### src/hw/rtl/vgcd_pkg.sv
// Shared types and constants for the volume gradient block.
package vgcd_pkg;

   localparam int SAMPLE_W = 16;
   localparam int GRAD_W   = 29;
   localparam int SIZE_W   = 6;
   localparam int SCALE_W  = 12;
   localparam int CSR_IDX_W  = 2;
   localparam int CSR_DATA_W = 12;

   // Operation codes of the request channel.
   localparam logic OP_LOAD  = 1'b0;
   localparam logic OP_FETCH = 1'b1;

   // Register indexes of the configuration port.
   localparam logic [CSR_IDX_W-1:0] CSR_SIZE_X      = 2'd0;
   localparam logic [CSR_IDX_W-1:0] CSR_SIZE_Y      = 2'd1;
   localparam logic [CSR_IDX_W-1:0] CSR_SIZE_Z      = 2'd2;
   localparam logic [CSR_IDX_W-1:0] CSR_INV_SPACING = 2'd3;

   localparam logic [SCALE_W-1:0] INV_SPACING_RST = 12'd255;
   localparam int SIZE_RST_NOMINAL = 32;

   typedef enum logic [1:0] {
      ST_IDLE,
      ST_FETCH,
      ST_DONE
   } state_type;

   // Control of the shared difference unit.
   typedef struct packed {
      logic load_plus;
      logic compute;
      logic halve;
   } diff_ctl_type;

endpackage

### src/hw/rtl/vgcd_diff_unit.sv
// Shared subtract, scale and halve unit, one gradient component at a time.
module vgcd_diff_unit (
   input  logic                                  clock,
   input  vgcd_pkg::diff_ctl_type                ctl,
   input  logic signed [vgcd_pkg::SAMPLE_W-1:0]  sample,
   input  logic [vgcd_pkg::SCALE_W-1:0]          scale,
   output logic signed [vgcd_pkg::GRAD_W-1:0]    result
);

   localparam int DIFF_W = vgcd_pkg::SAMPLE_W + 1;
   localparam int PROD_W = DIFF_W + vgcd_pkg::SCALE_W + 1;

   logic signed [vgcd_pkg::SAMPLE_W-1:0] plus_ff;
   logic signed [vgcd_pkg::GRAD_W-1:0]   result_ff;
   logic signed [vgcd_pkg::GRAD_W-1:0]   result_in;
   logic signed [DIFF_W-1:0]             diff;
   logic signed [PROD_W-1:0]             prod;
   logic signed [PROD_W-1:0]             half;

   always_comb begin
      diff = DIFF_W'(plus_ff) - DIFF_W'(sample);
      prod = PROD_W'(diff) * PROD_W'($signed({1'b0, scale}));
      // floor halving of an inner-point difference
      half = prod >>> 1;
      result_in = ctl.halve ? half[vgcd_pkg::GRAD_W-1:0] : prod[vgcd_pkg::GRAD_W-1:0];
   end

   always_ff @(posedge clock) begin
      if (ctl.load_plus) begin
         plus_ff <= sample;
      end
      if (ctl.compute) begin
         result_ff <= result_in;
      end
   end

   assign result = result_ff;

endmodule

### config.mk
export PLATFORM = sky130hd
export DESIGN_NAME = vgcd_diff_unit
export DESIGN_NICKNAME = d
export VERILOG_FILES = /design/src/hw/rtl/vgcd_pkg.sv /design/src/hw/rtl/vgcd_diff_unit.sv
export SDC_FILE = /design/constraint.sdc
export NUM_CORES = 1
export LEC_CHECK = 0
export BUFFER_PORTS_ARGS = -buffer_cell sky130_fd_sc_hd__buf_2
export CORE_UTILIZATION = 50
export DETAILED_ROUTE_END_ITERATION = 10
export PLACE_DENSITY = 0.7
export SLEW_MARGIN = 10
export SYNTH_ARGS = -nofsm -noshare
export SYNTH_HDL_FRONTEND = slang
export SYNTH_SLANG_ARGS = --single-unit
### constraint.sdc
create_clock -name clock -period 19.6 [get_ports clock]
set_input_delay 3.92 -clock clock [delete_from_list [all_inputs] [get_ports clock]]
set_output_delay 3.92 -clock clock [all_outputs]
set_load 0.01 [all_outputs]
==> results_dict.tcl <==
set metrics [dict create \
    status "complete, no violations" \
    rows 52 \
    clk_latency_ps 310 \
    hpwlAfterDp_um 17270 \
    busiest_layer "met2" \
    grt_pass1_wl_um 36980 \
    dr.pass1.iters 5 \
    ys.flop_type "edfxtp_1" \
    use_met1 0.2543 \
    cts_buffers 5 \
    post_cts_buffers 0 \
    finalHoldViolations 0 \
    synth_compound_area_frac 0.08735 \
    ctsLongestPathBuffers 2 \
    worstRegToRegCells 26 \
    path_class "in2reg" \
    worst_slack_ps 8342 \
    first_global_vias 8022 \
    die_h_um 145.7 \
    synth_area_leaders "fa_1 (36%), edfxtp_1 (13%), ha_1 (10%), inv_1 (10%), and2_1 (4.5%)" \
    syn2layout_area_growth_pct 6.227 \
    synth_top_family_by_area "adder cells" \
    yosys.area.top_type "fa_1" \
    hp-start "plus_ff[0]$_DFFE_PP_" \
    cts_resized 0 \
    hold_ws_ps 1255 \
    yosysWarnings 0 \
    cts.sink_count 45 \
    ys_ff_latch 45 \
    gr-usage-met2 0.4000 \
    synth-seq-area-share 0.1308 \
    wire_per_inst_um 14.59 \
    max_slew_margin 0.2078 \
    synthAdderAreaFrac 0.4655 \
    synth_top_area_share 0.3625 \
    regToRegEndpoint "result[27]$_DFFE_PP_" \
    finalWirelength_um 20690 \
    drc 0 \
    synth_cells 1119 \
    gp_congestion 0.8210 \
    netlist_area_mm2 0.01033 \
    vias 7340 \
    finalSetupViolCount 0 \
    hold_end "result[0]$_DFFE_PP_" \
    viasPerCell 5.176 \
    grt_util_met3 0.02226 \
    worstMarginPinSlew_ps 1180 \
    worstPathRequired_ps 19630 \
    antenna_found_initial 0 \
    start_util 0.5104 \
    cts-root-buf "clkbuf_16" \
    postCtsHoldBufs 0 \
    r2r_slack_ps 11730 \
    rsz0062_at_grt "no" \
    synthDistinctLibCells 61 \
    die-width_um 145.7 \
    grt_max_degree 30 \
    maxSlewViolCount 0 \
    top_level_ports 61 \
    n_fill_cell 1892 \
    r2r-start "plus_ff[0]$_DFFE_PP_" \
    synth_nets 1423 \
    finClkSkew_ps 10.14 \
    core_area_mm2 0.02023 \
    synth-simple-area-share 0.1363 \
    grt_overflow 0 \
    cp_data_arrival_time_ps 11290 \
    track_usage 0.2171 \
    clk_pin_slew_worst_paths_ps 70 \
    cts_tree "built" \
    synth-edff-count 45 \
    max_freq_mhz 88.83 \
    min_period_ps 11260 \
    tns_ps 0 \
    drt_iter0_drc 309 \
    synth-xor-area-share 0.03986 \
    h-tree-depth 2 \
    nets 1451 \
    syn_area_per_cell_um2 9.229 \
    dieArea_mm2 0.02123 \
    antenna_left 0 \
    holdPathStages 4 \
    drive_gt1_frac 0.08711 \
    max_cap_viol_count 0 \
    post-route-period-util 0.5744 \
    worstHoldPathType "reg2reg" \
    ys_async_sr_fraction 0 \
    post-place-ws_ps 8072 \
    portBuffers 60 \
    antenna_cells 0 \
    crit_path_end_kind "flip-flop" \
    crit_path_start_kind "primary input" \
    muxShareOfSynthArea 0.02217 \
    crit_fanout 20 \
]
==> area by class of cell <==
cell class | count | area, um2 | share of cell area
inverters | 282 | 1059 | 0.09649
multi-input cells | 751 | 7757 | 0.7071
flip-flops and latches | 45 | 1351 | 0.1232
well taps | 270 | 337.8 | 0.03079
clock buffers | 5 | 125.1 | 0.01141
repair buffers | 62 | 315.3 | 0.02874
clock inverters | 3 | 25.02 | 0.002281
==> synthesized netlist by cell type (2+ instances only) <==
library cell  number
nor2b_1           21
xnor2_1           28
a31oi_1            5
nand2b_1          11
inv_1            282
a2111oi_0          2
o21ai_0           28
fa_1             187
or3_1              2
mux2i_1            6
o211ai_1           7
a21oi_1           24
o21ai_1            4
o21a_1            14
buf_2              5
a211o_1            2
xor2_1            19
nand4_1            2
o22ai_1            2
buf_1              2
a21o_1            13
mux2_2            15
edfxtp_1          45
o21bai_1           2
and2_1            75
clkbuf_1          34
nand3_1            5
and3_1             3
nor3_1            10
ha_1              85
a211oi_2           3
nand2_1          120
nor2_1            28
==> cell families after synthesis <==
family                   Yosys count
AO/OA/AOI/OAI                    126
XOR/XNOR                          47
adder cells (fa/ha/maj)          272
buffers and inverters            323
flip-flops                        45
multiplexers                      21
AND/OR/NAND/NOR                  285
==> layer usage <==
metal  vias to the layer above  wire length, um
li1                       3463                -
met1                      3675             8272
met2                       152            10950
met3                        50              666
met4                         0              797
met5                         -                0
==> critical path, cell delays in order <==
cell and delay, ps:
buf_2 110, ha_1 220, fa_1 400, nor2b_1 140, o21ai_1 80, a21oi_1 200
o211ai_1 110, a21boi_1 310, o21ai_1 170, o2111a_1 500, o21ai_0 620, fa_1 600
xnor2_1 370, xnor2_1 150, fa_1 510, fa_1 490, inv_1 50, fa_1 470
inv_1 40, ha_1 350, a21oi_1 170, o21ai_0 160, or4_4 590, and4_1 210
a211oi_2 220, mux2i_1 100
==> worst max path at each step <==
stage / from / to / slack, ps / depth (start not counted)
2_1_floorplan: sample[0] / result[28]$_DFFE_PP_ / 8900 / 26
3_3_place_gp: sample[0] / result[27]$_DFFE_PP_ / 8240 / 26
3_5_place_dp: sample[0] / result[27]$_DFFE_PP_ / 8070 / 26
4_1_cts: sample[0] / result[27]$_DFFE_PP_ / 8370 / 26
5_1_grt: sample[0] / result[27]$_DFFE_PP_ / 7780 / 26
6_report: sample[0] / result[27]$_DFFE_PP_ / 8340 / 26
==> cell usage in the layout (no fill, tap or decap), drive strengths merged, types with 3 or more instances in the layout <==
master	Yosys	layout
a211oi	5	5
a21o	13	13
a21oi	25	25
a31oi	5	5
and2	75	75
and3	3	3
buf	7	62
clkbuf	34	5
edfxtp	45	45
fa	187	187
ha	85	85
inv	282	283
mux2	15	15
mux2i	6	6
nand2	120	120
nand2b	11	11
nand3	5	5
nor2	28	28
nor2b	21	21
nor3	11	11
o211ai	8	8
o21a	14	14
o21ai	32	32
xnor2	28	28
xor2	19	19
==> sequential cells by signal (all words and copies together), names as in the netlist <==
| signal | cells |
|---|---|
| result | 29 |
| plus_ff | 16 |
==> metrics by stage <==
stage,utilization,instances,area (um2)
floorplan,-,1119,10330
global placement,0.5348,1410,10820
detailed placement,0.5348,1410,10820
CTS,0.5422,1418,10970
global route,0.5422,1418,10970
finish,0.5422,1418,10970
Power is left out: the tool's default activity adds up to more than one toggle a clock period on the data nets, which glitch-free logic cannot reach.
